$ cat src/hdl/pfx_pkg.sv
// pfx_pkg: shared types and constants for the postfix evaluator
// no dependencies
`timescale 1ns / 1ps

package pfx_pkg;

    localparam int STACK_DEPTH = 16;
    localparam int PTR_W = $clog2(STACK_DEPTH);
    localparam int CNT_W = $clog2(STACK_DEPTH + 1);

    localparam logic [7:0] CH_PLUS  = 8'h2B;
    localparam logic [7:0] CH_MINUS = 8'h2D;
    localparam logic [7:0] CH_MUL   = 8'h2A;
    localparam logic [7:0] CH_DIV   = 8'h2F;
    localparam logic [7:0] CH_POW   = 8'h5E;
    localparam logic [7:0] CH_ZERO  = 8'h30;
    localparam logic [7:0] CH_NINE  = 8'h39;

    localparam logic [2:0] ERR_NONE      = 3'd0;
    localparam logic [2:0] ERR_UNDERFLOW = 3'd1;
    localparam logic [2:0] ERR_FULL      = 3'd2;
    localparam logic [2:0] ERR_DIVZERO   = 3'd3;
    localparam logic [2:0] ERR_EMPTY     = 3'd4;

    typedef enum logic [2:0] {
        OP_ADD = 3'd0,
        OP_SUB = 3'd1,
        OP_MUL = 3'd2,
        OP_DIV = 3'd3,
        OP_POW = 3'd4
    } op_t;

    typedef struct packed {
        logic [7:0] char_code;
        logic       end_of_expr;
    } in_beat_t;

    typedef struct packed {
        logic signed [31:0] value;
        logic [2:0]         status;
    } out_beat_t;

    // controller to datapath
    typedef struct packed {
        logic load_ch;     // capture input beat and apply digit step
        logic push_acc;    // write accumulator to stack
        logic rd_b;        // read top
        logic rd_a;        // read top-1
        logic cap_b;
        logic cap_a;
        logic start_op;
        logic push_res;
        logic rd_top;
        logic emit;
        logic clear;
    } cmd_t;

    // datapath to controller
    typedef struct packed {
        logic is_digit;
        logic is_op;
        logic in_number;
        logic last;
        logic cnt_lt2;
        logic op_done;
    } sts_t;

endpackage

$ cat src/hdl/pfx_ram.sv
// pfx_ram: generic single port ram with registered read
// no dependencies
`timescale 1ns / 1ps

module pfx_ram #(
    parameter int WIDTH = 32,
    parameter int DEPTH = 16
) (
    input  logic                     clk,
    input  logic                     we,
    input  logic [$clog2(DEPTH)-1:0] addr,
    input  logic [WIDTH-1:0]         wdata,
    output logic [WIDTH-1:0]         rdata
);

    logic [WIDTH-1:0] mem [DEPTH];

    always_ff @(posedge clk)
    begin
        if (we)
        begin
            mem[addr] <= wdata;
        end
        rdata <= mem[addr];
    end

endmodule

$ cat src/hdl/pfx_alu.sv
// pfx_alu: multicycle arithmetic unit, add/sub/mul/div/pow
// depends on pfx_pkg
`timescale 1ns / 1ps

module pfx_alu (
    input  logic         clk,
    input  logic         rst_n,
    input  logic         start,
    input  pfx_pkg::op_t op,
    input  logic [31:0]  a,
    input  logic [31:0]  b,
    output logic         done,
    output logic [31:0]  result
);

    typedef enum logic [3:0] {
        A_IDLE = 4'b0001,
        A_DIV  = 4'b0010,
        A_POW  = 4'b0100,
        A_MUL  = 4'b1000
    } alu_st_t;

    alu_st_t     st_reg, st_next;
    logic [31:0] x_reg, x_next;      // dividend/quotient, base or multiplier
    logic [31:0] y_reg, y_next;      // divisor magnitude or exponent
    logic [32:0] rem_reg, rem_next;
    logic [31:0] acc_reg, acc_next;
    logic [5:0]  n_reg, n_next;
    logic        neg_reg, neg_next;
    logic        done_reg, done_next;
    logic [31:0] res_reg, res_next;
    logic [32:0] rsh;
    logic [32:0] rdiff;
    logic [31:0] prod_lo;
    logic [31:0] mag_a, mag_b, q;

    assign mag_a   = a[31] ? 32'(-a) : a;
    assign mag_b   = b[31] ? 32'(-b) : b;
    assign rsh     = {rem_reg[31:0], x_reg[31]};
    assign rdiff   = rsh - {1'b0, y_reg};
    assign prod_lo = 32'(acc_reg * x_reg);
    assign q       = x_reg;

    always_comb
    begin
        st_next   = st_reg;
        x_next    = x_reg;
        y_next    = y_reg;
        rem_next  = rem_reg;
        acc_next  = acc_reg;
        n_next    = n_reg;
        neg_next  = neg_reg;
        done_next = 1'b0;
        res_next  = res_reg;
        unique case (st_reg)
            A_IDLE:
            begin
                if (start)
                begin
                    case (op)
                        pfx_pkg::OP_ADD:
                        begin
                            res_next  = a + b;
                            done_next = 1'b1;
                        end
                        pfx_pkg::OP_SUB:
                        begin
                            res_next  = a - b;
                            done_next = 1'b1;
                        end
                        pfx_pkg::OP_MUL:
                        begin
                            acc_next = a;
                            x_next   = b;
                            st_next  = A_MUL;
                        end
                        pfx_pkg::OP_DIV:
                        begin
                            if (b == '0)
                            begin
                                res_next  = '0;
                                done_next = 1'b1;
                            end
                            else
                            begin
                                x_next   = mag_a;
                                y_next   = mag_b;
                                rem_next = '0;
                                n_next   = 6'd32;
                                neg_next = a[31] ^ b[31];
                                st_next  = A_DIV;
                            end
                        end
                        default:
                        begin
                            if (b[31])
                            begin
                                if (a == 32'd1)
                                begin
                                    res_next = 32'd1;
                                end
                                else if (a == 32'hFFFF_FFFF)
                                begin
                                    res_next = b[0] ? 32'hFFFF_FFFF : 32'd1;
                                end
                                else
                                begin
                                    res_next = '0;
                                end
                                done_next = 1'b1;
                            end
                            else
                            begin
                                acc_next = 32'd1;
                                x_next   = a;
                                y_next   = b;
                                n_next   = '0;
                                st_next  = A_POW;
                            end
                        end
                    endcase
                end
            end
            A_MUL:
            begin
                res_next  = prod_lo;
                done_next = 1'b1;
                st_next   = A_IDLE;
            end
            A_DIV:
            begin
                if (rdiff[32])
                begin
                    rem_next = rsh;
                    x_next   = {x_reg[30:0], 1'b0};
                end
                else
                begin
                    rem_next = rdiff;
                    x_next   = {x_reg[30:0], 1'b1};
                end
                n_next = n_reg - 6'd1;
                if (n_reg == 6'd1)
                begin
                    st_next = A_IDLE;
                    n_next  = '0;
                end
            end
            A_POW:
            begin
                // n_reg[0]: 0 multiply acc by base if bit set, 1 square base
                if (y_reg == '0)
                begin
                    res_next  = acc_reg;
                    done_next = 1'b1;
                    st_next   = A_IDLE;
                end
                else if (n_reg[0] == 1'b0)
                begin
                    if (y_reg[0])
                    begin
                        acc_next = prod_lo;
                    end
                    n_next = 6'd1;
                end
                else
                begin
                    x_next = 32'(x_reg * x_reg);
                    y_next = y_reg >> 1;
                    n_next = 6'd0;
                end
            end
            default:
            begin
                st_next = A_IDLE;
            end
        endcase
    end

    // division result goes out in the cycle after the last step
    logic div_fin_reg;

    always_ff @(posedge clk or negedge rst_n)
    begin
        if (!rst_n)
        begin
            st_reg      <= A_IDLE;
            done_reg    <= 1'b0;
            div_fin_reg <= 1'b0;
        end
        else
        begin
            st_reg      <= st_next;
            done_reg    <= done_next;
            div_fin_reg <= (st_reg == A_DIV) && (n_reg == 6'd1);
        end
    end

    always_ff @(posedge clk)
    begin
        x_reg   <= x_next;
        y_reg   <= y_next;
        rem_reg <= rem_next;
        acc_reg <= acc_next;
        n_reg   <= n_next;
        neg_reg <= neg_next;
        res_reg <= res_next;
    end

    assign done   = done_reg || div_fin_reg;
    assign result = div_fin_reg ? (neg_reg ? 32'(-q) : q) : res_reg;

endmodule

$ cat src/hdl/pfx_datapath.sv
// pfx_datapath: character decode, digit accumulator, stack ram, count, error
// depends on pfx_pkg, pfx_ram, pfx_alu
`timescale 1ns / 1ps

module pfx_datapath (
    input  logic                clk,
    input  logic                rst_n,
    input  pfx_pkg::in_beat_t   in_beat,
    input  pfx_pkg::cmd_t       cmd,
    output pfx_pkg::sts_t       sts,
    output pfx_pkg::out_beat_t  out_beat
);

    logic [7:0]                 ch_reg;
    logic                       last_reg;
    logic [31:0]                acc_reg;
    logic                       innum_reg;
    logic [pfx_pkg::CNT_W-1:0]  cnt_reg;
    logic [2:0]                 err_reg, err_next;
    logic [31:0]                a_reg, b_reg;
    logic [31:0]                rdata;
    logic [pfx_pkg::PTR_W-1:0]  addr;
    logic                       we;
    logic [31:0]                wdata;
    logic                       full;
    logic                       dig;
    logic                       alu_done;
    logic [31:0]                alu_res;
    pfx_pkg::op_t               op;
    pfx_pkg::out_beat_t         out_reg;

    assign dig  = (in_beat.char_code >= pfx_pkg::CH_ZERO)
               && (in_beat.char_code <= pfx_pkg::CH_NINE);
    assign full = (cnt_reg == pfx_pkg::CNT_W'(pfx_pkg::STACK_DEPTH));

    always_comb
    begin
        unique case (ch_reg)
            pfx_pkg::CH_PLUS:  op = pfx_pkg::OP_ADD;
            pfx_pkg::CH_MINUS: op = pfx_pkg::OP_SUB;
            pfx_pkg::CH_MUL:   op = pfx_pkg::OP_MUL;
            pfx_pkg::CH_DIV:   op = pfx_pkg::OP_DIV;
            default:           op = pfx_pkg::OP_POW;
        endcase
    end

    always_comb
    begin
        we    = 1'b0;
        wdata = acc_reg;
        addr  = pfx_pkg::PTR_W'(cnt_reg - pfx_pkg::CNT_W'(1));
        if (cmd.push_acc || cmd.push_res)
        begin
            we    = !full;
            wdata = cmd.push_res ? alu_res : acc_reg;
            addr  = pfx_pkg::PTR_W'(cnt_reg);
        end
        else if (cmd.rd_a)
        begin
            addr = pfx_pkg::PTR_W'(cnt_reg - pfx_pkg::CNT_W'(2));
        end
    end

    pfx_ram #(
        .WIDTH (32),
        .DEPTH (pfx_pkg::STACK_DEPTH)
    ) u_stack (
        .clk   (clk),
        .we    (we),
        .addr  (addr),
        .wdata (wdata),
        .rdata (rdata)
    );

    pfx_alu u_alu (
        .clk    (clk),
        .rst_n  (rst_n),
        .start  (cmd.start_op && (cnt_reg >= pfx_pkg::CNT_W'(2))),
        .op     (op),
        .a      (a_reg),
        .b      (b_reg),
        .done   (alu_done),
        .result (alu_res)
    );

    always_comb
    begin
        err_next = err_reg;
        if (err_reg == pfx_pkg::ERR_NONE)
        begin
            if ((cmd.push_acc || cmd.push_res) && full)
            begin
                err_next = pfx_pkg::ERR_FULL;
            end
            else if (cmd.start_op && (cnt_reg < pfx_pkg::CNT_W'(2)))
            begin
                err_next = pfx_pkg::ERR_UNDERFLOW;
            end
            else if (cmd.start_op && (op == pfx_pkg::OP_DIV) && (b_reg == '0))
            begin
                err_next = pfx_pkg::ERR_DIVZERO;
            end
            else if (cmd.emit && (cnt_reg == '0))
            begin
                err_next = pfx_pkg::ERR_EMPTY;
            end
        end
    end

    always_ff @(posedge clk or negedge rst_n)
    begin
        if (!rst_n)
        begin
            acc_reg   <= '0;
            innum_reg <= 1'b0;
            cnt_reg   <= '0;
            err_reg   <= pfx_pkg::ERR_NONE;
        end
        else if (cmd.clear)
        begin
            acc_reg   <= '0;
            innum_reg <= 1'b0;
            cnt_reg   <= '0;
            err_reg   <= pfx_pkg::ERR_NONE;
        end
        else
        begin
            err_reg <= err_next;
            if (cmd.load_ch && dig)
            begin
                acc_reg   <= 32'(acc_reg * 32'd10) + {24'd0, in_beat.char_code - pfx_pkg::CH_ZERO};
                innum_reg <= 1'b1;
            end
            if (cmd.push_acc)
            begin
                acc_reg   <= '0;
                innum_reg <= 1'b0;
            end
            if ((cmd.push_acc || cmd.push_res) && !full)
            begin
                cnt_reg <= cnt_reg + pfx_pkg::CNT_W'(1);
            end
            if (cmd.start_op && (cnt_reg >= pfx_pkg::CNT_W'(2)))
            begin
                cnt_reg <= cnt_reg - pfx_pkg::CNT_W'(2);
            end
        end
    end

    always_ff @(posedge clk)
    begin
        if (cmd.load_ch)
        begin
            ch_reg   <= in_beat.char_code;
            last_reg <= in_beat.end_of_expr;
        end
        if (cmd.cap_b)
        begin
            b_reg <= rdata;
        end
        if (cmd.cap_a)
        begin
            a_reg <= rdata;
        end
        if (cmd.emit)
        begin
            out_reg.value  <= (cnt_reg == '0) ? '0 : rdata;
            out_reg.status <= err_next;
        end
    end

    assign sts.is_digit  = dig;
    assign sts.is_op     = (ch_reg == pfx_pkg::CH_PLUS) || (ch_reg == pfx_pkg::CH_MINUS)
                        || (ch_reg == pfx_pkg::CH_MUL) || (ch_reg == pfx_pkg::CH_DIV)
                        || (ch_reg == pfx_pkg::CH_POW);
    assign sts.in_number = innum_reg;
    assign sts.last      = last_reg;
    assign sts.cnt_lt2   = cnt_reg < pfx_pkg::CNT_W'(2);
    assign sts.op_done   = alu_done;
    assign out_beat      = out_reg;

endmodule

$ cat src/hdl/pfx_ctrl.sv
// pfx_ctrl: sequencing state machine for the postfix evaluator
// depends on pfx_pkg
`timescale 1ns / 1ps

module pfx_ctrl (
    input  logic           clk,
    input  logic           rst_n,
    input  logic           in_valid,
    output logic           in_stall,
    output logic           out_valid,
    input  logic           out_stall,
    input  pfx_pkg::sts_t  sts,
    output pfx_pkg::cmd_t  cmd
);

    typedef enum logic [10:0] {
        S_IDLE   = 11'b00000000001,
        S_CLOSE  = 11'b00000000010,
        S_DEC    = 11'b00000000100,
        S_RDB    = 11'b00000001000,
        S_RDA    = 11'b00000010000,
        S_CAPA   = 11'b00000100000,
        S_RUN    = 11'b00001000000,
        S_WAIT   = 11'b00010000000,
        S_FIN    = 11'b00100000000,
        S_EMIT   = 11'b01000000000,
        S_OUT    = 11'b10000000000
    } state_t;

    state_t st_reg, st_next;
    logic   ov_reg, ov_next;
    logic   accept;

    assign accept    = in_valid && !in_stall;
    assign in_stall  = (st_reg != S_IDLE);
    assign out_valid = ov_reg;

    always_comb
    begin
        st_next = st_reg;
        ov_next = ov_reg && out_stall;
        cmd     = '0;
        unique case (st_reg)
            S_IDLE:
            begin
                if (accept)
                begin
                    cmd.load_ch = 1'b1;
                    st_next     = sts.is_digit ? S_DEC : S_CLOSE;
                end
            end
            S_CLOSE:
            begin
                cmd.push_acc = sts.in_number;
                st_next      = S_DEC;
                if (!sts.is_op)
                begin
                    st_next = S_FIN;
                end
                else
                begin
                    st_next = S_RDB;
                end
            end
            S_DEC:
            begin
                st_next = S_FIN;
            end
            S_RDB:
            begin
                cmd.rd_b = 1'b1;
                st_next  = S_RDA;
            end
            S_RDA:
            begin
                cmd.rd_a  = 1'b1;
                cmd.cap_b = 1'b1;
                st_next   = S_CAPA;
            end
            S_CAPA:
            begin
                cmd.cap_a = 1'b1;
                st_next   = S_RUN;
            end
            S_RUN:
            begin
                cmd.start_op = 1'b1;
                st_next      = sts.cnt_lt2 ? S_FIN : S_WAIT;
            end
            S_WAIT:
            begin
                if (sts.op_done)
                begin
                    cmd.push_res = 1'b1;
                    st_next      = S_FIN;
                end
            end
            S_FIN:
            begin
                if (!sts.last)
                begin
                    st_next = S_IDLE;
                end
                else
                begin
                    cmd.push_acc = sts.in_number;
                    st_next      = S_EMIT;
                end
            end
            S_EMIT:
            begin
                cmd.rd_top = 1'b1;
                st_next    = S_OUT;
            end
            S_OUT:
            begin
                // wait until the output register is free or leaves this cycle
                if (!ov_reg || !out_stall)
                begin
                    cmd.emit  = 1'b1;
                    cmd.clear = 1'b1;
                    ov_next   = 1'b1;
                    st_next   = S_IDLE;
                end
            end
            default:
            begin
                st_next = S_IDLE;
            end
        endcase
        if (st_reg == S_IDLE && !accept && ov_reg == 1'b0)
        begin
            cmd.clear = 1'b0;
        end
    end

    always_ff @(posedge clk or negedge rst_n)
    begin
        if (!rst_n)
        begin
            st_reg <= S_IDLE;
            ov_reg <= 1'b0;
        end
        else
        begin
            st_reg <= st_next;
            ov_reg <= ov_next;
        end
    end

endmodule

$ cat src/hdl/postfix_expression_evaluator_core.sv
// postfix_expression_evaluator_core: top level of the postfix evaluator
// a char is captured and decoded; an operator reads both operands, then starts the alu
// alu: add/sub direct, mul via a product state, restoring divide, square-and-multiply power
// end character then reads the stack top and emits; one character in flight at a time
// reset: asynchronous active low, clears count, accumulator, error and control
// depends on pfx_pkg, pfx_ctrl, pfx_datapath
`timescale 1ns / 1ps

module postfix_expression_evaluator_core (
    input  logic                clk,
    input  logic                rst_n,
    input  logic                in_valid,
    output logic                in_stall,
    input  pfx_pkg::in_beat_t   in_data,
    output logic                out_valid,
    input  logic                out_stall,
    output pfx_pkg::out_beat_t  out_data
);

    pfx_pkg::cmd_t cmd;
    pfx_pkg::sts_t sts;

    pfx_ctrl u_ctrl (
        .clk       (clk),
        .rst_n     (rst_n),
        .in_valid  (in_valid),
        .in_stall  (in_stall),
        .out_valid (out_valid),
        .out_stall (out_stall),
        .sts       (sts),
        .cmd       (cmd)
    );

    pfx_datapath u_dp (
        .clk      (clk),
        .rst_n    (rst_n),
        .in_beat  (in_data),
        .cmd      (cmd),
        .sts      (sts),
        .out_beat (out_data)
    );

endmodule

$ cat config.mk
export PLATFORM = sky130hd
export DESIGN_NAME = postfix_expression_evaluator_core
export DESIGN_NICKNAME = d
export VERILOG_FILES = /design/src/hdl/pfx_pkg.sv /design/src/hdl/pfx_ram.sv /design/src/hdl/pfx_alu.sv /design/src/hdl/pfx_datapath.sv /design/src/hdl/pfx_ctrl.sv /design/src/hdl/postfix_expression_evaluator_core.sv
export SDC_FILE = /design/constraint.sdc
export NUM_CORES = 2
export LEC_CHECK = 0
export ABC_AREA = 1
export ABC_CLOCK_PERIOD_IN_PS = 9500
export BUFFER_PORTS_ARGS = -buffer_cell sky130_fd_sc_hd__clkbuf_2
export CORE_MARGIN = 1
export CORE_UTILIZATION = 52
export CTS_CLUSTER_SIZE = 12
export DETAILED_ROUTE_END_ITERATION = 16
export GPL_TIMING_DRIVEN = 0
export HOLD_SLACK_MARGIN = 0.15
export PLACE_DENSITY = 0.67
export SYNTH_ARGS = -nofsm -noshare
export SYNTH_HDL_FRONTEND = slang
export SYNTH_SLANG_ARGS = --single-unit
$ cat constraint.sdc
create_clock -name clk -period 9.5 [get_ports clk]
set_clock_uncertainty 0.2 [all_clocks]
set_input_delay 0.475 -clock clk [delete_from_list [all_inputs] [get_ports clk]]
set_output_delay 0.475 -clock clk [all_outputs]
set_load 0.01 [all_outputs]
==> reports/metrics.yaml <==
largest_reg_flops: 512
cts.path.max_buffers: 3
die_x_um: 388
maxSlewViolCount: 3
clockRootBuffer: "clkbuf_16"
path_delay_family: "adder cells"
fin_setup_tns_ns: 0
final-hold-violation-count: 0
ys_warn_count: 0
critPathLaunchType: "flip-flop"
clk_latency_ns: 0.74
post_cts_buffers: 0
fillers: 13385
p_comb_frac: 0.425
ff_latch_area_um2: 25800
synth_async_sr_flop_share: 0.0672
drive_gt1_frac: 0.0527
fin_util: 0.571
max_freq_ghz: 0.106
max_cap_violations: 1
cts_buffers: 91
drt_pass1_iterations: 14
largest-register: "u_dp.u_stack.mem"
io_buffer_count: 49
multi_input_area_um2: 43600
switching_share: 0.431
cts_tree: "done"
syn_avg_cell_area_um2: 8.54
post_drt_via_cell_ratio: 5.88
cpPeakStageDelay_ns: 0.83
syn_to_final_growth_pct: 8.93
fin_nets: 10480
initial_core_util: 0.524
wl_mm: 292
power.switching_w: 0.00632
synthFlopType: "edfxtp_1"
peakVddDrop_v: 0.000203
p_leak_nw: 41.2
status: "complete, but fails checks"
synth_top_family_by_area: "adder cells"
min_path_type: "reg -> reg"
yosys-top-cells-area: "edfxtp_1 (30%), fa_1 (20%), nand2_1 (11%)"
path_common_cell: "nand2_1"
synth_fp_nets: 10264
setup_slack_ns: 0.0987
die_area_um2: 151000
failed_checks: "capacitance limit, slew limit"
path_buf_inv: 6
ys_ff_latch: 878
clk_pin_slew_ns: 0.06
endpoint_kind: "flip-flop"
antenna_found_initial: 6
grtUsageTotal: 0.386
period_share: 0.990
grt_start_max_net_pins: 54
syn-cell-area_um2: 77500
top_layer_used: "met5"
synth-simple-area-share: 0.199
clkPwrFrac: 0.237
tightest_slew_ns: 1.67
drt_iter0_drc: 7681
yosysUniqueCellTypes: 67
wl_met1_mm: 106
dpl.hpwl_mm: 233
yosysMostFrequentCell: "nand2_1"
synth_fa_ha_area_frac: 0.264
setup_violations: 0
grt_pass1_vias: 65805
synth_top_cell_by_area: "edfxtp_1"
syn_inst: 9078
synthMuxAreaShare: 0.000274
pre_cts_slack_ns: -0.186
ys_seq_area_frac: 0.332
htree_num_levels: 3
synth_xor_area_frac: 0.0208
rsz0062_at_grt: "false"
slowest_stage: "buf_1"
power_density_nw_per_um2: 173
p_int_w: 0.00833
core_region_area_um2: 148000
synth_common_cells: "nand2_1 (2209), inv_1 (1754), edfxtp_1 (787)"
rows: 141
antenna_left: 0
synth_compound_area_frac: 0.0747
crit_type: "reg -> reg"
vias: 66411
met3_length_mm: 28.5
synth-edff-count: 787
cts_num_sinks: 878
pin_count: 50
wl_met2_mm: 133
relSlewSlack: -0.120
synth_top_cell_area_share: 0.305
required_ns: 9.87
grt_pass1_wl_mm: 426
drc: 0
crit_arrival_ns: 9.77
fin_total_pwr_w: 0.0146
chipHeight_um: 388
power_frac_seq: 0.337
gp_congestion: 1.06
grt.overflow.total: 0
wl_per_cell_um: 25.9
period_minus_slack_ns: 9.40
critPathMaxFanout: 10
[layout make-up]
type                            count  area share
Inverter                         1773      0.0788
Clock inverter                     25     0.00433
Sequential cell                   878       0.305
Antenna cell                        3   0.0000889
Buffer                            415      0.0216
Timing Repair Buffer              125      0.0157
Tap cell                         1930      0.0286
Multi-Input combinational cell   6010       0.517
Clock buffer                      130      0.0294
[logic make-up (layout without fill, tap and decap cells)]
| kind of cell | Yosys count | after routing |
|---|---|---|
| buffers and inverters | 2190 | 2468 |
| adder cells (fa/ha/maj) | 1173 | 1173 |
| multiplexers | 2 | 2 |
| flip-flops | 878 | 878 |
| AO/OA/AOI/OAI | 1024 | 1024 |
| XOR/XNOR | 184 | 184 |
| AND/OR/NAND/NOR | 3627 | 3627 |
| other | 0 | 3 |
[stage by stage]
stage               cells  area, µm²  hold slack (ns)
floorplan            9078      77500          -0.0206
global placement    11057      80200            0.244
detailed placement  11117      81400            0.136
CTS                 11284      84400            0.257
global route        11286      84500            0.282
finish              11289      84500            0.266
[repair_timing]
item,in CTS,in global routing
gates resized for setup,9,46
setup endpoints to repair,8,8
hold buffers,14,0
endpoints found under the hold margin,88,0
[final timing paths]
check                                       start  cells after the start                endpoint  slack (ns)
setup / recovery                 u_dp.u_alu.q[13]                     28  u_dp.u_alu.res_reg[27]         0.1
hold / removal             u_dp.u_stack.rdata[23]                      0          u_dp.a_reg[23]        0.27
setup reg to reg                 u_dp.u_alu.q[13]                     28  u_dp.u_alu.res_reg[27]         0.1
hold reg to reg            u_dp.u_stack.rdata[23]                      0          u_dp.a_reg[23]        0.27
max in group asynchronous                   rst_n                      4         u_dp.acc_reg[6]        7.72
min in group asynchronous                   rst_n                      4    u_dp.u_alu.st_reg[1]        0.69
[metal layers]
| metal | vias to the layer above | GRT usage |
|---|---|---|
| li1 | 29455 | - |
| met1 | 32088 | 0.477 |
| met2 | 3896 | 0.619 |
| met3 | 968 | 0.0652 |
| met4 | 4 | 0.267 |
| met5 | - | 0 |
[placed cells by master, fill, tap and decap left out, types with 213 or more instances in the layout]
cell      netlist  routed
fa_1          776     776
nand3_1       626     626
clkbuf_1      218     234
ha_1          397     397
nor2_1        373     356
a21oi_1       377     377
nand4_1       213     213
nand2_1      2209    2208
o21ai_0       370     366
edfxtp_1      787     787
inv_1        1754    1754
[power by group through the flow]
stage	logic, W	registers, W	clock network [W]
floorplan	0.00362	0.00486	0
global placement	0.00573	0.00502	0
detailed placement	0.00601	0.00500	0
finish	0.00623	0.00494	0.00348
CTS	0.00605	0.00492	0.00350
global route	0.00660	0.00494	0.00362
No activity file was read; power rests on OpenSTA's default activity.
